<file path="src/rtl/fgph_pkg.sv">
// ----------------------------------------------------------------------------
// fgph_pkg: shared definitions for the freshness-gated path holder
// Item kinds, result flag group, register map and default widths.
// ----------------------------------------------------------------------------
package fgph_pkg;

   localparam int TIME_BITS_DEF   = 48;
   localparam int HANDLE_BITS_DEF = 16;
   localparam int GEN_BITS_DEF    = 32;

   // Timeout register value after reset, in ticks.
   localparam logic [63:0] TIMEOUT_RESET = 64'd1000000000;

   // Register file: 64-bit registers at byte address 8*i.
   localparam int CSR_DATA_BITS   = 64;
   localparam int CSR_ADDR_BITS   = 4;
   localparam int CSR_OFFSET_BITS = 3;
   localparam int CSR_INDEX_BITS  = CSR_ADDR_BITS - CSR_OFFSET_BITS;
   localparam logic [CSR_INDEX_BITS-1:0] REG_TIMEOUT = '0;

   typedef enum logic [1:0] {
      KIND_SNAPSHOT = 2'd0,
      KIND_VALIDITY = 2'd1,
      KIND_CHECK    = 2'd2,
      KIND_READ     = 2'd3
   } kind_type;

   typedef struct packed {
      logic invalidated;
      logic stale_drop;
      logic activated;
      logic out_present;
      logic validity_seen;
      logic validity_set;
   } rsp_flags_type;

endpackage

</file>
<file path="src/rtl/fgph_if.sv">
// ----------------------------------------------------------------------------
// fgph_if: request and response channels of the path holder
// Valid/ready channels; a transfer happens when valid and ready are both high.
// ----------------------------------------------------------------------------
interface fgph_req_if #(
   parameter int TIME_BITS   = fgph_pkg::TIME_BITS_DEF,
   parameter int HANDLE_BITS = fgph_pkg::HANDLE_BITS_DEF
);
   logic                   valid;
   logic                   ready;
   fgph_pkg::kind_type     kind;
   logic [TIME_BITS-1:0]   timestamp;
   logic                   valid_flag;
   logic                   handle_present;
   logic [HANDLE_BITS-1:0] handle_id;

   modport source (output valid, kind, timestamp, valid_flag, handle_present, handle_id,
                   input ready);
   modport sink   (input valid, kind, timestamp, valid_flag, handle_present, handle_id,
                   output ready);
endinterface

interface fgph_rsp_if #(
   parameter int HANDLE_BITS = fgph_pkg::HANDLE_BITS_DEF
);
   logic                   valid;
   logic                   ready;
   logic                   invalidated;
   logic                   stale_drop;
   logic                   activated;
   logic                   out_present;
   logic [HANDLE_BITS-1:0] out_id;
   logic                   validity_seen;
   logic                   validity_set;

   modport source (output valid, invalidated, stale_drop, activated, out_present,
                   out_id, validity_seen, validity_set,
                   input ready);
   modport sink   (input valid, invalidated, stale_drop, activated, out_present,
                   out_id, validity_seen, validity_set,
                   output ready);
endinterface

</file>
<file path="src/rtl/fgph_csr.sv">
// ----------------------------------------------------------------------------
// fgph_csr: configuration registers of the path holder
// APB-style slave holding the validity timeout, always ready.
// ----------------------------------------------------------------------------
module fgph_csr #(
   parameter int TIME_BITS = fgph_pkg::TIME_BITS_DEF
) (
   input  logic                               clock,
   input  logic                               reset,
   input  logic                               psel,
   input  logic                               penable,
   input  logic                               pwrite,
   input  logic [fgph_pkg::CSR_ADDR_BITS-1:0] paddr,
   input  logic [fgph_pkg::CSR_DATA_BITS-1:0] pwdata,
   output logic [fgph_pkg::CSR_DATA_BITS-1:0] prdata,
   output logic                               pready,
   output logic [TIME_BITS-1:0]               timeout
);

   logic [fgph_pkg::CSR_INDEX_BITS-1:0] index;
   logic                                wr_timeout;
   logic [TIME_BITS-1:0]                timeout_ff;

   assign index      = paddr[fgph_pkg::CSR_ADDR_BITS-1:fgph_pkg::CSR_OFFSET_BITS];
   assign wr_timeout = psel && penable && pwrite && (index == fgph_pkg::REG_TIMEOUT);
   assign pready     = 1'b1;
   assign timeout    = timeout_ff;

   always_comb begin
      prdata = '0;
      if (index == fgph_pkg::REG_TIMEOUT) begin
         prdata = fgph_pkg::CSR_DATA_BITS'(timeout_ff);
      end
   end

   always_ff @(posedge clock) begin
      if (reset) begin
         timeout_ff <= TIME_BITS'(fgph_pkg::TIMEOUT_RESET);
      end else if (wr_timeout) begin
         timeout_ff <= pwdata[TIME_BITS-1:0];
      end
   end

endmodule

</file>
<file path="src/rtl/fgph_core.sv">
// ----------------------------------------------------------------------------
// fgph_core: handle and validity state with its update logic
// Evaluates freshness, invalidation and promotion for one request per cycle while step is high.
// ----------------------------------------------------------------------------
module fgph_core #(
   parameter int TIME_BITS   = fgph_pkg::TIME_BITS_DEF,
   parameter int HANDLE_BITS = fgph_pkg::HANDLE_BITS_DEF,
   parameter int GEN_BITS    = fgph_pkg::GEN_BITS_DEF
) (
   input  logic                    clock,
   input  logic                    reset,
   input  logic                    step,
   input  fgph_pkg::kind_type      kind,
   input  logic [TIME_BITS-1:0]    now,
   input  logic                    flag,
   input  logic                    present,
   input  logic [HANDLE_BITS-1:0]  id,
   input  logic [TIME_BITS-1:0]    timeout,
   output fgph_pkg::rsp_flags_type flags,
   output logic [HANDLE_BITS-1:0]  out_id
);

   logic                   seen_ff, seen_in;
   logic                   val_ff, val_in;
   logic [TIME_BITS-1:0]   lvt_ff, lvt_in;
   logic                   ever_ff, ever_in;
   logic [GEN_BITS-1:0]    gen_ff, gen_in;
   logic                   ap_ff, ap_in;
   logic [HANDLE_BITS-1:0] ah_ff, ah_in;
   logic                   pp_ff, pp_in;
   logic [HANDLE_BITS-1:0] ph_ff, ph_in;
   logic [GEN_BITS-1:0]    pg_ff, pg_in;

   logic [TIME_BITS-1:0]   age;
   logic                   fresh;
   logic                   was_true;
   logic                   want_drop;
   logic                   real_drop;
   logic                   promote_ok;
   logic [HANDLE_BITS-1:0] id_m;

   assign age      = now - lvt_ff;
   assign was_true = seen_ff && val_ff;
   assign fresh    = was_true && (now >= lvt_ff) && (age <= timeout);
   assign id_m     = present ? id : '0;

   // A false validity always drops; any other kind drops only on stale validity.
   assign want_drop = (was_true && !fresh) || ((kind == fgph_pkg::KIND_VALIDITY) && !flag);
   // With nothing held, validity already false and an earlier drop done,
   // the drop only clears the validity value and is not counted.
   assign real_drop = want_drop && (ap_ff || pp_ff || was_true || !ever_ff);

   always_comb begin
      seen_in    = seen_ff;
      val_in     = val_ff;
      lvt_in     = lvt_ff;
      ever_in    = ever_ff;
      gen_in     = gen_ff;
      ap_in      = ap_ff;
      ah_in      = ah_ff;
      pp_in      = pp_ff;
      ph_in      = ph_ff;
      pg_in      = pg_ff;
      flags      = '0;
      out_id     = '0;
      promote_ok = 1'b0;

      if (want_drop) begin
         val_in = 1'b0;
      end
      if (real_drop) begin
         ap_in   = 1'b0;
         ah_in   = '0;
         pp_in   = 1'b0;
         ph_in   = '0;
         ever_in = 1'b1;
         gen_in  = gen_ff + 1'b1;
         pg_in   = '0;
      end
      promote_ok = pp_in && (pg_in == gen_in);

      case (kind)
         fgph_pkg::KIND_SNAPSHOT: begin
            if (fresh) begin
               ap_in = present;
               ah_in = id_m;
               pp_in = 1'b0;
               ph_in = '0;
               pg_in = '0;
            end else begin
               pp_in = present;
               ph_in = id_m;
               pg_in = gen_in;
               ap_in = 1'b0;
               ah_in = '0;
            end
         end
         fgph_pkg::KIND_VALIDITY: begin
            seen_in = 1'b1;
            lvt_in  = now;
            if (flag) begin
               val_in           = 1'b1;
               flags.stale_drop = real_drop;
               if (promote_ok) begin
                  ap_in          = 1'b1;
                  ah_in          = ph_in;
                  pp_in          = 1'b0;
                  ph_in          = '0;
                  pg_in          = '0;
                  flags.activated = 1'b1;
               end
            end
         end
         fgph_pkg::KIND_CHECK: begin
         end
         fgph_pkg::KIND_READ: begin
            if (fresh) begin
               if (promote_ok) begin
                  ap_in = 1'b1;
                  ah_in = ph_in;
                  pp_in = 1'b0;
                  ph_in = '0;
                  pg_in = '0;
               end
               flags.out_present = ap_in;
               out_id            = ap_in ? ah_in : '0;
            end
         end
         default: begin
         end
      endcase

      flags.invalidated   = real_drop;
      flags.validity_seen = seen_in;
      flags.validity_set  = val_in;
   end

   always_ff @(posedge clock) begin
      if (reset) begin
         seen_ff <= 1'b0;
         val_ff  <= 1'b0;
         lvt_ff  <= '0;
         ever_ff <= 1'b0;
         gen_ff  <= '0;
         ap_ff   <= 1'b0;
         ah_ff   <= '0;
         pp_ff   <= 1'b0;
         ph_ff   <= '0;
         pg_ff   <= '0;
      end else if (step) begin
         seen_ff <= seen_in;
         val_ff  <= val_in;
         lvt_ff  <= lvt_in;
         ever_ff <= ever_in;
         gen_ff  <= gen_in;
         ap_ff   <= ap_in;
         ah_ff   <= ah_in;
         pp_ff   <= pp_in;
         ph_ff   <= ph_in;
         pg_ff   <= pg_in;
      end
   end

endmodule

</file>
<file path="src/rtl/freshness_gated_path_holder_top.sv">
// ----------------------------------------------------------------------------
// freshness_gated_path_holder_top: freshness-gated active/pending handle holder
// Input register, state update and a registered response.
// ----------------------------------------------------------------------------
// Usage:
//   Requests arrive on req_ch (valid/ready). Each carries a kind (snapshot,
//   validity event, staleness check or consumer read), a timestamp and the
//   snapshot handle. Every request yields exactly one response on rsp_ch.
//   The validity timeout is set through the csr_ APB port (register 0 at
//   byte address 0) while no request is in flight.
//   A request accepted on req_ch is captured in the input register; when the
//   response register is free or being taken, it updates the state and loads
//   the response register, which raises rsp_ch.valid. Throughput is one
//   request per cycle while the receiver takes every response.
//   When the receiver stalls, the response holds, one more request waits
//   in the input register, and req_ch.ready then drops until the response
//   is taken.
//   Reset clears all handles, validity, the generation count and both
//   pipeline stages, and loads the timeout with its default of 1e9 ticks.
// ----------------------------------------------------------------------------
module freshness_gated_path_holder_top #(
   parameter int TIME_BITS   = fgph_pkg::TIME_BITS_DEF,
   parameter int HANDLE_BITS = fgph_pkg::HANDLE_BITS_DEF,
   parameter int GEN_BITS    = fgph_pkg::GEN_BITS_DEF
) (
   input  logic                               clock,
   input  logic                               reset,
   fgph_req_if.sink                           req_ch,
   fgph_rsp_if.source                         rsp_ch,
   input  logic                               csr_psel,
   input  logic                               csr_penable,
   input  logic                               csr_pwrite,
   input  logic [fgph_pkg::CSR_ADDR_BITS-1:0] csr_paddr,
   input  logic [fgph_pkg::CSR_DATA_BITS-1:0] csr_pwdata,
   output logic [fgph_pkg::CSR_DATA_BITS-1:0] csr_prdata,
   output logic                               csr_pready
);

   logic [TIME_BITS-1:0]    timeout;

   logic                    in_valid_ff, in_valid_in;
   fgph_pkg::kind_type      in_kind_ff;
   logic [TIME_BITS-1:0]    in_time_ff;
   logic                    in_flag_ff;
   logic                    in_present_ff;
   logic [HANDLE_BITS-1:0]  in_id_ff;

   logic                    rsp_valid_ff, rsp_valid_in;
   fgph_pkg::rsp_flags_type rsp_flags_ff;
   logic [HANDLE_BITS-1:0]  rsp_id_ff;

   fgph_pkg::rsp_flags_type core_flags;
   logic [HANDLE_BITS-1:0]  core_id;

   logic                    req_fire;
   logic                    advance;

   assign advance      = in_valid_ff && (!rsp_valid_ff || rsp_ch.ready);
   assign req_ch.ready = !in_valid_ff || advance;
   assign req_fire     = req_ch.valid && req_ch.ready;
   assign in_valid_in  = req_fire || (in_valid_ff && !advance);
   assign rsp_valid_in = advance || (rsp_valid_ff && !rsp_ch.ready);

   fgph_csr #(
      .TIME_BITS (TIME_BITS)
   ) u_csr (
      .clock   (clock),
      .reset   (reset),
      .psel    (csr_psel),
      .penable (csr_penable),
      .pwrite  (csr_pwrite),
      .paddr   (csr_paddr),
      .pwdata  (csr_pwdata),
      .prdata  (csr_prdata),
      .pready  (csr_pready),
      .timeout (timeout)
   );

   fgph_core #(
      .TIME_BITS   (TIME_BITS),
      .HANDLE_BITS (HANDLE_BITS),
      .GEN_BITS    (GEN_BITS)
   ) u_core (
      .clock   (clock),
      .reset   (reset),
      .step    (advance),
      .kind    (in_kind_ff),
      .now     (in_time_ff),
      .flag    (in_flag_ff),
      .present (in_present_ff),
      .id      (in_id_ff),
      .timeout (timeout),
      .flags   (core_flags),
      .out_id  (core_id)
   );

   always_ff @(posedge clock) begin
      if (reset) begin
         in_valid_ff  <= 1'b0;
         rsp_valid_ff <= 1'b0;
      end else begin
         in_valid_ff  <= in_valid_in;
         rsp_valid_ff <= rsp_valid_in;
      end
   end

   always_ff @(posedge clock) begin
      if (req_fire) begin
         in_kind_ff    <= req_ch.kind;
         in_time_ff    <= req_ch.timestamp;
         in_flag_ff    <= req_ch.valid_flag;
         in_present_ff <= req_ch.handle_present;
         in_id_ff      <= req_ch.handle_id;
      end
      if (advance) begin
         rsp_flags_ff <= core_flags;
         rsp_id_ff    <= core_id;
      end
   end

   assign rsp_ch.valid         = rsp_valid_ff;
   assign rsp_ch.invalidated   = rsp_flags_ff.invalidated;
   assign rsp_ch.stale_drop    = rsp_flags_ff.stale_drop;
   assign rsp_ch.activated     = rsp_flags_ff.activated;
   assign rsp_ch.out_present   = rsp_flags_ff.out_present;
   assign rsp_ch.out_id        = rsp_id_ff;
   assign rsp_ch.validity_seen = rsp_flags_ff.validity_seen;
   assign rsp_ch.validity_set  = rsp_flags_ff.validity_set;

`ifndef SYNTHESIS
   // A queued request must reach the response register when it is empty.
   a_advance_fills: assert property (@(posedge clock) disable iff (reset)
      in_valid_ff && !rsp_valid_ff |=> rsp_valid_ff)
      else $error("queued request did not produce a response");

   // A handle is only returned under fresh, true validity.
   a_present_valid: assert property (@(posedge clock) disable iff (reset)
      rsp_valid_ff && rsp_flags_ff.out_present |->
         rsp_flags_ff.validity_set && rsp_flags_ff.validity_seen)
      else $error("handle returned without true validity");

   // A stale drop on a validity event is always a real drop.
   a_stale_is_real: assert property (@(posedge clock) disable iff (reset)
      rsp_valid_ff && rsp_flags_ff.stale_drop |-> rsp_flags_ff.invalidated)
      else $error("stale invalidation not counted as invalidation");

   // A drop clears the pending handle, so nothing can be promoted with it.
   a_no_promote_after_drop: assert property (@(posedge clock) disable iff (reset)
      rsp_valid_ff && rsp_flags_ff.activated |-> !rsp_flags_ff.invalidated)
      else $error("promotion in the same request as an invalidation");

   a_null_id: assert property (@(posedge clock) disable iff (reset)
      rsp_valid_ff && !rsp_flags_ff.out_present |-> rsp_id_ff == '0)
      else $error("nonzero handle id without a returned handle");
`endif

endmodule

</file>
<file path="src/flat_wrapper.sv">
// flat-port wrapper written by rule: the top's interface ports become plain ports
module freshness_gated_path_holder_top_flat 
#(
   parameter int TIME_BITS   = fgph_pkg::TIME_BITS_DEF,
   parameter int HANDLE_BITS = fgph_pkg::HANDLE_BITS_DEF,
   parameter int GEN_BITS    = fgph_pkg::GEN_BITS_DEF
)
  (clock, reset, csr_psel, csr_penable, csr_pwrite, csr_paddr, csr_pwdata, csr_prdata, csr_pready, req_ch_valid, req_ch_kind, req_ch_timestamp, req_ch_valid_flag, req_ch_handle_present, req_ch_handle_id, req_ch_ready, rsp_ch_valid, rsp_ch_invalidated, rsp_ch_stale_drop, rsp_ch_activated, rsp_ch_out_present, rsp_ch_out_id, rsp_ch_validity_seen, rsp_ch_validity_set, rsp_ch_ready);
  fgph_req_if #(.TIME_BITS(TIME_BITS), .HANDLE_BITS(HANDLE_BITS)) req_ch_i ();
  fgph_rsp_if #(.HANDLE_BITS(HANDLE_BITS)) rsp_ch_i ();
  input  logic clock;
  input  logic reset;
  input  logic csr_psel;
  input  logic csr_penable;
  input  logic csr_pwrite;
  input  logic [fgph_pkg::CSR_ADDR_BITS-1:0] csr_paddr;
  input  logic [fgph_pkg::CSR_DATA_BITS-1:0] csr_pwdata;
  output logic [fgph_pkg::CSR_DATA_BITS-1:0] csr_prdata;
  output logic csr_pready;
  input wire logic [$bits(req_ch_i.valid)-1:0] req_ch_valid;
  input wire logic [$bits(req_ch_i.kind)-1:0] req_ch_kind;
  input wire logic [$bits(req_ch_i.timestamp)-1:0] req_ch_timestamp;
  input wire logic [$bits(req_ch_i.valid_flag)-1:0] req_ch_valid_flag;
  input wire logic [$bits(req_ch_i.handle_present)-1:0] req_ch_handle_present;
  input wire logic [$bits(req_ch_i.handle_id)-1:0] req_ch_handle_id;
  output wire logic [$bits(req_ch_i.ready)-1:0] req_ch_ready;
  output wire logic [$bits(rsp_ch_i.valid)-1:0] rsp_ch_valid;
  output wire logic [$bits(rsp_ch_i.invalidated)-1:0] rsp_ch_invalidated;
  output wire logic [$bits(rsp_ch_i.stale_drop)-1:0] rsp_ch_stale_drop;
  output wire logic [$bits(rsp_ch_i.activated)-1:0] rsp_ch_activated;
  output wire logic [$bits(rsp_ch_i.out_present)-1:0] rsp_ch_out_present;
  output wire logic [$bits(rsp_ch_i.out_id)-1:0] rsp_ch_out_id;
  output wire logic [$bits(rsp_ch_i.validity_seen)-1:0] rsp_ch_validity_seen;
  output wire logic [$bits(rsp_ch_i.validity_set)-1:0] rsp_ch_validity_set;
  input wire logic [$bits(rsp_ch_i.ready)-1:0] rsp_ch_ready;
  assign req_ch_i.valid = req_ch_valid;
  assign req_ch_i.kind = req_ch_kind;
  assign req_ch_i.timestamp = req_ch_timestamp;
  assign req_ch_i.valid_flag = req_ch_valid_flag;
  assign req_ch_i.handle_present = req_ch_handle_present;
  assign req_ch_i.handle_id = req_ch_handle_id;
  assign req_ch_ready = req_ch_i.ready;
  assign rsp_ch_valid = rsp_ch_i.valid;
  assign rsp_ch_invalidated = rsp_ch_i.invalidated;
  assign rsp_ch_stale_drop = rsp_ch_i.stale_drop;
  assign rsp_ch_activated = rsp_ch_i.activated;
  assign rsp_ch_out_present = rsp_ch_i.out_present;
  assign rsp_ch_out_id = rsp_ch_i.out_id;
  assign rsp_ch_validity_seen = rsp_ch_i.validity_seen;
  assign rsp_ch_validity_set = rsp_ch_i.validity_set;
  assign rsp_ch_i.ready = rsp_ch_ready;
  freshness_gated_path_holder_top #(.TIME_BITS(TIME_BITS), .HANDLE_BITS(HANDLE_BITS), .GEN_BITS(GEN_BITS)) u_core (.clock(clock), .reset(reset), .req_ch(req_ch_i), .rsp_ch(rsp_ch_i), .csr_psel(csr_psel), .csr_penable(csr_penable), .csr_pwrite(csr_pwrite), .csr_paddr(csr_paddr), .csr_pwdata(csr_pwdata), .csr_prdata(csr_prdata), .csr_pready(csr_pready));
endmodule
</file>
<file path="config.mk">
export PLATFORM = sky130hd
export DESIGN_NAME = freshness_gated_path_holder_top_flat
export DESIGN_NICKNAME = d
export VERILOG_FILES = /design/src/rtl/fgph_pkg.sv /design/src/rtl/fgph_if.sv /design/src/rtl/fgph_csr.sv /design/src/rtl/fgph_core.sv /design/src/rtl/freshness_gated_path_holder_top.sv /design/src/flat_wrapper.sv
export SDC_FILE = /design/constraint.sdc
export NUM_CORES = 1
export LEC_CHECK = 0
export BUFFER_PORTS_ARGS = -buffer_cell sky130_fd_sc_hd__buf_4
export CAP_MARGIN = 20
export CORE_ASPECT_RATIO = 0.6
export CORE_MARGIN = 5
export CORE_UTILIZATION = 49
export CTS_CLUSTER_SIZE = 10
export DETAILED_ROUTE_END_ITERATION = 8
export HOLD_SLACK_MARGIN = 0.15
export PLACE_DENSITY = 0.8
export SLEW_MARGIN = 15
export SYNTH_ARGS = -nofsm -noshare
export SYNTH_HDL_FRONTEND = slang
export SYNTH_SLANG_ARGS = --single-unit
export TNS_END_PERCENT = 100
</file>
<file path="constraint.sdc">
create_clock -name clock -period 10.4 [get_ports clock]
set_input_delay 2.08 -clock clock [delete_from_list [all_inputs] [get_ports clock]]
set_output_delay 2.08 -clock clock [all_outputs]
set_load 0.02 [all_outputs]
</file>
## Yosys cells after proc, flatten, opt, wreduce, memory -nomap -nowiden

Index checks and enable logic that the tools add are counted.

- Register bits: 289
- Bits of input ports: 143
- Output and inout port bits: 89
- Logic and storage cells: 108

- $add $sub $neg: 2
- Order comparisons: 2
- Equality and inequality tests: 3
- Multiplexer cells: 40
- Bitwise logic cells: 1
- Reduce and logical (&&, ||, !) cells: 35

Operator list:

| cell | number |
|---|---|
| $mux W32 | 6 |
| $mux W16 | 11 |
| $pmux W16 S3 | 2 |
| $pmux W32 S3 | 1 |
| $ge A48 B48 Y1 | 1 |
| $le A48 B48 Y1 | 1 |
| $mux W48 | 1 |
| $sub A48 B48 Y48 | 1 |
| $add A32 B1 Y32 const B | 1 |
| $eq A32 B32 Y1 | 1 |
| $mux W1 | 17 |
| $logic_and A1 B1 Y1 | 14 |
| $logic_or A1 B1 Y1 | 8 |
| $reduce_and A2 Y1 | 4 |
| $logic_not A1 Y1 | 7 |
| $pmux W1 S3 | 2 |
| $reduce_and A3 Y1 | 1 |
| $eq A2 B1 Y1 const B | 1 |
| $eq A2 B2 Y1 const B | 1 |
| $logic_not A2 Y1 | 1 |
| $not A1 Y1 | 1 |

## Longest topological paths before layout

- Word-level depth: 15
- Depth in mapped cells: 35
- Depth with buffers taken out: 32

## By module

Synthesis repeated with hierarchy kept, for this count alone.

- Cell total of the unflattened synthesis: 2047
- Area, all modules: 17653.2 µm²

By module, submodules not included:

| module | instances | cells each | area an instance (µm²) | seq. area each (µm²) |
|---|---|---|---|---|
| fgph_core | 1 | 1666 | 12308.1 | 2982.9 |
| freshness_gated_path_holder_top | 1 | 100 | 2806.4 | 2742.6 |
| fgph_csr | 1 | 281 | 2538.7 | 960.9 |

## Least setup slack after synthesis

No wires, ideal clock.

- Path kind: register -> register
- Start point: register u_core.in_time_ff[0]
- End point: register u_core.rsp_id_ff[10], in the netlist u_core.rsp_ch.out_id[10], data pin
- Data arrival time: 7.331 ns
- Path slack: 2.931 ns
- Stages on the path, launching flop included: 35
- Period minus slack after synthesis: 7.469 ns
- Path through: edfxtp_1 -> inv_1 -> ha_1 -> inv_1 -> fa_1 -> a211oi_1 -> o21ai_0 -> a31oi_1 -> o21bai_1 -> a21oi_1 -> o21bai_1 -> a31oi_1 -> o21ai_0 -> a211oi_1 -> o21a_1 -> o31ai_1 -> o41ai_1 -> xnor2_1 -> ha_1 -> nand4_1 -> nor2_1 -> a221o_1 -> a211o_1 -> o21ai_0 -> o31ai_2 -> clkbuf_1 -> mux2i_1 -> or4_1 -> nor4_2 -> nand3_1 -> buf_2 -> a21o_1 -> buf_2 -> buf_4 -> nor2_1

- Word-level cells in the longest chain between the ends: 14
- Elaborated cells on any way between the ends: 22
- Those cells by class: add/sub: 1; order compare: 2; eq/ne: 1; mux: 10; reduce/logical: 8

RTL lines:

| item | RTL line | text |
|---|---|---|
| start, declared | freshness_gated_path_holder_top.sv:43 | `logic [TIME_BITS-1:0] in_time_ff;` |
| start signal, assigned | freshness_gated_path_holder_top.sv:110 | `in_time_ff <= req_ch.timestamp;` |
| $sub A48 B48 Y48 / $ge A48 B48 Y1 (equally long branches) | fgph_core.sv:42, fgph_core.sv:44 |  |
| $le A48 B48 Y1 / $logic_and A1 B1 Y1 (equally long branches) | fgph_core.sv:44 | `assign fresh = was_true && (now >= lvt_ff) && (age <= timeout);` |
| $logic_and A1 B1 Y1 * | fgph_core.sv:44 |  |
| $logic_not A1 Y1 | fgph_core.sv:48 | `assign want_drop = (was_true && !fresh) \|\| ((kind == fgph_pkg::KIND_VALIDITY) && !flag);` |
| $logic_and A1 B1 Y1 | fgph_core.sv:48 |  |
| $logic_or A1 B1 Y1 | fgph_core.sv:48 |  |
| $logic_and A1 B1 Y1 | fgph_core.sv:51 | `assign real_drop = want_drop && (ap_ff \|\| pp_ff \|\| was_true \|\| !ever_ff);` |
| $mux W32 | fgph_core.sv:71 | `if (real_drop) begin` |
| $eq A32 B32 Y1 | fgph_core.sv:80 | `promote_ok = pp_in && (pg_in == gen_in);` |
| $logic_and A1 B1 Y1 | fgph_core.sv:80 |  |
| $mux W1 | fgph_core.sv:118 | `if (promote_ok) begin` |
| $mux W1 | fgph_core.sv:117 | `if (fresh) begin` |
| $mux W1 | fgph_core.sv:82 | `case (kind)` |
| $reduce_and A3 Y1 (no line) | n/a |  |
| end signal, assigned | freshness_gated_path_holder_top.sv:117 | `rsp_id_ff <= core_id;` |
| end, declared | freshness_gated_path_holder_top.sv:50 | `logic [HANDLE_BITS-1:0] rsp_id_ff;` |

Mark *: on every way between the ends. The rest lies on a longest branch, timed or not. The select of a mux whose other input is x is not followed.
A chain may end at the register's enable or synchronous reset.

## Worst setup path in the final report

- Start point: register u_core.in_time_ff[0]
- End point: register u_core.rsp_id_ff[8], in the netlist u_core.rsp_ch.out_id[8], data pin

The elaborated chain is that of the path after synthesis.

==> metrics.txt <==
FMAX 105 MHz; Clock H-tree levels 2; utilization after layout 57.3%; Finished Layout Cells 2,564; Post-Synthesis Cells 1,943; DR iter-0 viols 1,826; area leader, netlist dfxtp_1; Power Dens Cells 142 mW/mm²; Core Rows 52; Worst setup SP type flip-flop; clk buf depth 3; WL final 52.3 mm; vias per cell 5.91; Distinct cells, synth 79; DIE HEIGHT 152 µm; CP Capture Type flip-flop; synth warn 0; hold depth 2; final net count 2,322; arrival time of the worst setup path 9.94 ns; max_slew headroom 27.9%; CTS clk-pin slew, worst paths 0.06 ns; most instantiated cells after synthesis 277 x nand2_1, 199 x dfxtp_1, 191 x a21oi_1; GRT Util Overall 26.7%; CP Depth 30; via count 15,141; Port Buffer Count 195; initial antenna violation count 2; outcome complete, no violations; detailed-route wire length per cell 20.4 µm; Die ar. 0.0375 mm²; sequential area share after synthesis 40.6%; CTS Hold Bufs 0; Min Hold Slack 0.452 ns; Final Max Tran Viols 0; Routed Antenna Nets 0; area delta synth->final 16.4%; GRT met2 Usage 37.4%; share of cells above drive strength 1 13.0%; kind of critical path reg2reg; CP delay by family, top compound AO/OA/AOI/OAI gates; Final period util 91.9%; ys flop type dfxtp_1; # DRC 0; Final Hold Viols 0; top cells by area, synth dfxtp_1 24%, edfxtp_1 16%, ha_1 7.4%; Avg Inst Size Synth 8.47 µm²; asr flop ratio synth 0%; first-pass GRT wire length 80.3 mm; largest net degree at the start of global routing 94; Die Width 247 µm; Initial Utilization 49.2%; EDFF count, synth 90; Root Driver clkbuf_16; met1 usage 41.0%; number of max-cap violations 0; GP Congestion 1.02; Most common cell on crit path o21ai_0; CTS buffer count 35; maximum VDD drop 0.000132 V; R2R depth 30; GR Util met3 6.36%; DR pass1 iterations 5; Worst Hold Class reg2reg; CTS tree yes; placed cell count 2,503; Lkg Pwr 0.00756 µW; IO Count 232; Final Setup Violations 0; total grt overflow 0; Max Fanout on Critical Path 17; setup TNS 0 ns; # resized after CTS 0; slowest CP cell nor4_2; clock skew 0.0228 ns; Worst Tran Pin Value 1.08 ns; Setup Buffers After CTS 0; WP buf/inv 3; CORE AREA 0.0334 mm²; Synth Cell Area 0.0165 mm²; CP max stage delay 0.66 ns; fill cell count 2,985; minimum clock period 9.55 ns; area share of the largest cell type after synthesis 24.2%; vias in the first global route 14,050; Seq cells post-synth 289; clk_lat worst skew 0.54 ns; Required @ worst endpoint 10.78 ns; clk sinks 289; GR peak layer met1; RSZ-0062 raised after global routing no; HPWL after DPL 38.2 mm; count leader, synth nand2_1
-- worst min-delay path: stages, from the launching register on --
cell     delay [ns]
dfxtp_1        0.30
nand2_1        0.05
a21oi_1        0.05
-- power by group --
part           total [µW]  internal, µW  switching [µW]
Clock                1130           646             489
Sequential           1210          1200            17.8
Combinational         375           149             226
Total                2720          1990             733
-- cell type report --
cell class,instances,area [µm²],area share (%)
Multi-Input combinational cell,1395,8710,45.4
Sequential cell,289,6690,34.9
Timing Repair Buffer,213,1600,8.35
Clock buffer,55,972,5.07
Tap cell,459,574,3.00
Inverter,147,554,2.89
Clock inverter,4,60.1,0.314
Antenna cell,2,5.00,0.0261
-- path summary, 6_finish.rpt --
kind / to / slack, ns / start
min: u_core.u_core.lvt_ff[40] / 0.45 / u_core.u_core.lvt_ff[40]
max: u_core.rsp_ch.out_id[8] / 0.85 / u_core.in_time_ff[0]
max reg2reg: u_core.rsp_ch.out_id[8] / 0.85 / u_core.in_time_ff[0]
min reg2reg: u_core.u_core.lvt_ff[40] / 0.45 / u_core.u_core.lvt_ff[40]
-- placed cells by master (no fill, tap or decap), types with 18 or more instances in the layout --
cell / instances
dfxtp_1: 199
nor2_1: 172
inv_1: 144
ha_1: 97
a21o_1: 37
clkbuf_16: 36
or3_1: 21
clkbuf_1: 19
xor2_1: 37
o2bb2ai_1: 31
edfxtp_1: 90
nor3_1: 29
xnor2_1: 66
nand3_1: 34
nand2_1: 276
o21ai_0: 64
nand4_1: 37
mux2i_1: 21
buf_4: 213
a21oi_1: 191
a22o_1: 18
-- cell families after synthesis --
kind of cell | share of synthesized area, %
simple gates | 17.7
buf+inv | 6.95
compound gates | 20.3
xor+xnor | 5.48
other cells | 0.0456
flops | 40.6
fa+ha+maj | 7.50
mux | 1.41
-- state kept, by name (all words and copies together) (netlist names), 2 cells and up --
signal                cells
u_core.u_core.ph_ff      16
u_core.in_id_ff          16
u_core.u_core.pg_ff      32
u_core.rsp_ch.out_id     16
u_core.in_time_ff        48
u_core.in_kind_ff         2
u_core.u_core.gen_ff     32
u_core.u_csr.timeout     48
u_core.u_core.ah_ff      16
u_core.u_core.lvt_ff     48
-- layer usage --
metal,part of all wire (%),up-vias
li1,-,7086
met1,47,7333
met2,41,636
met3,9.1,86
met4,2.6,0
met5,0,-
-- stage by stage --
step | area, µm² | power, µW | setup slack, ns
after floorplan | 16500 | 1480 | 2.93
after global placement | 18100 | 1590 | 1.31
after detailed placement | 18100 | 1600 | 1.20
after CTS | 19100 | 2740 | 1.14
after global routing | 19200 | 2840 | 0.388
final | 19200 | 2720 | 0.846
Note: power is estimated with default switching activity, not from simulation.
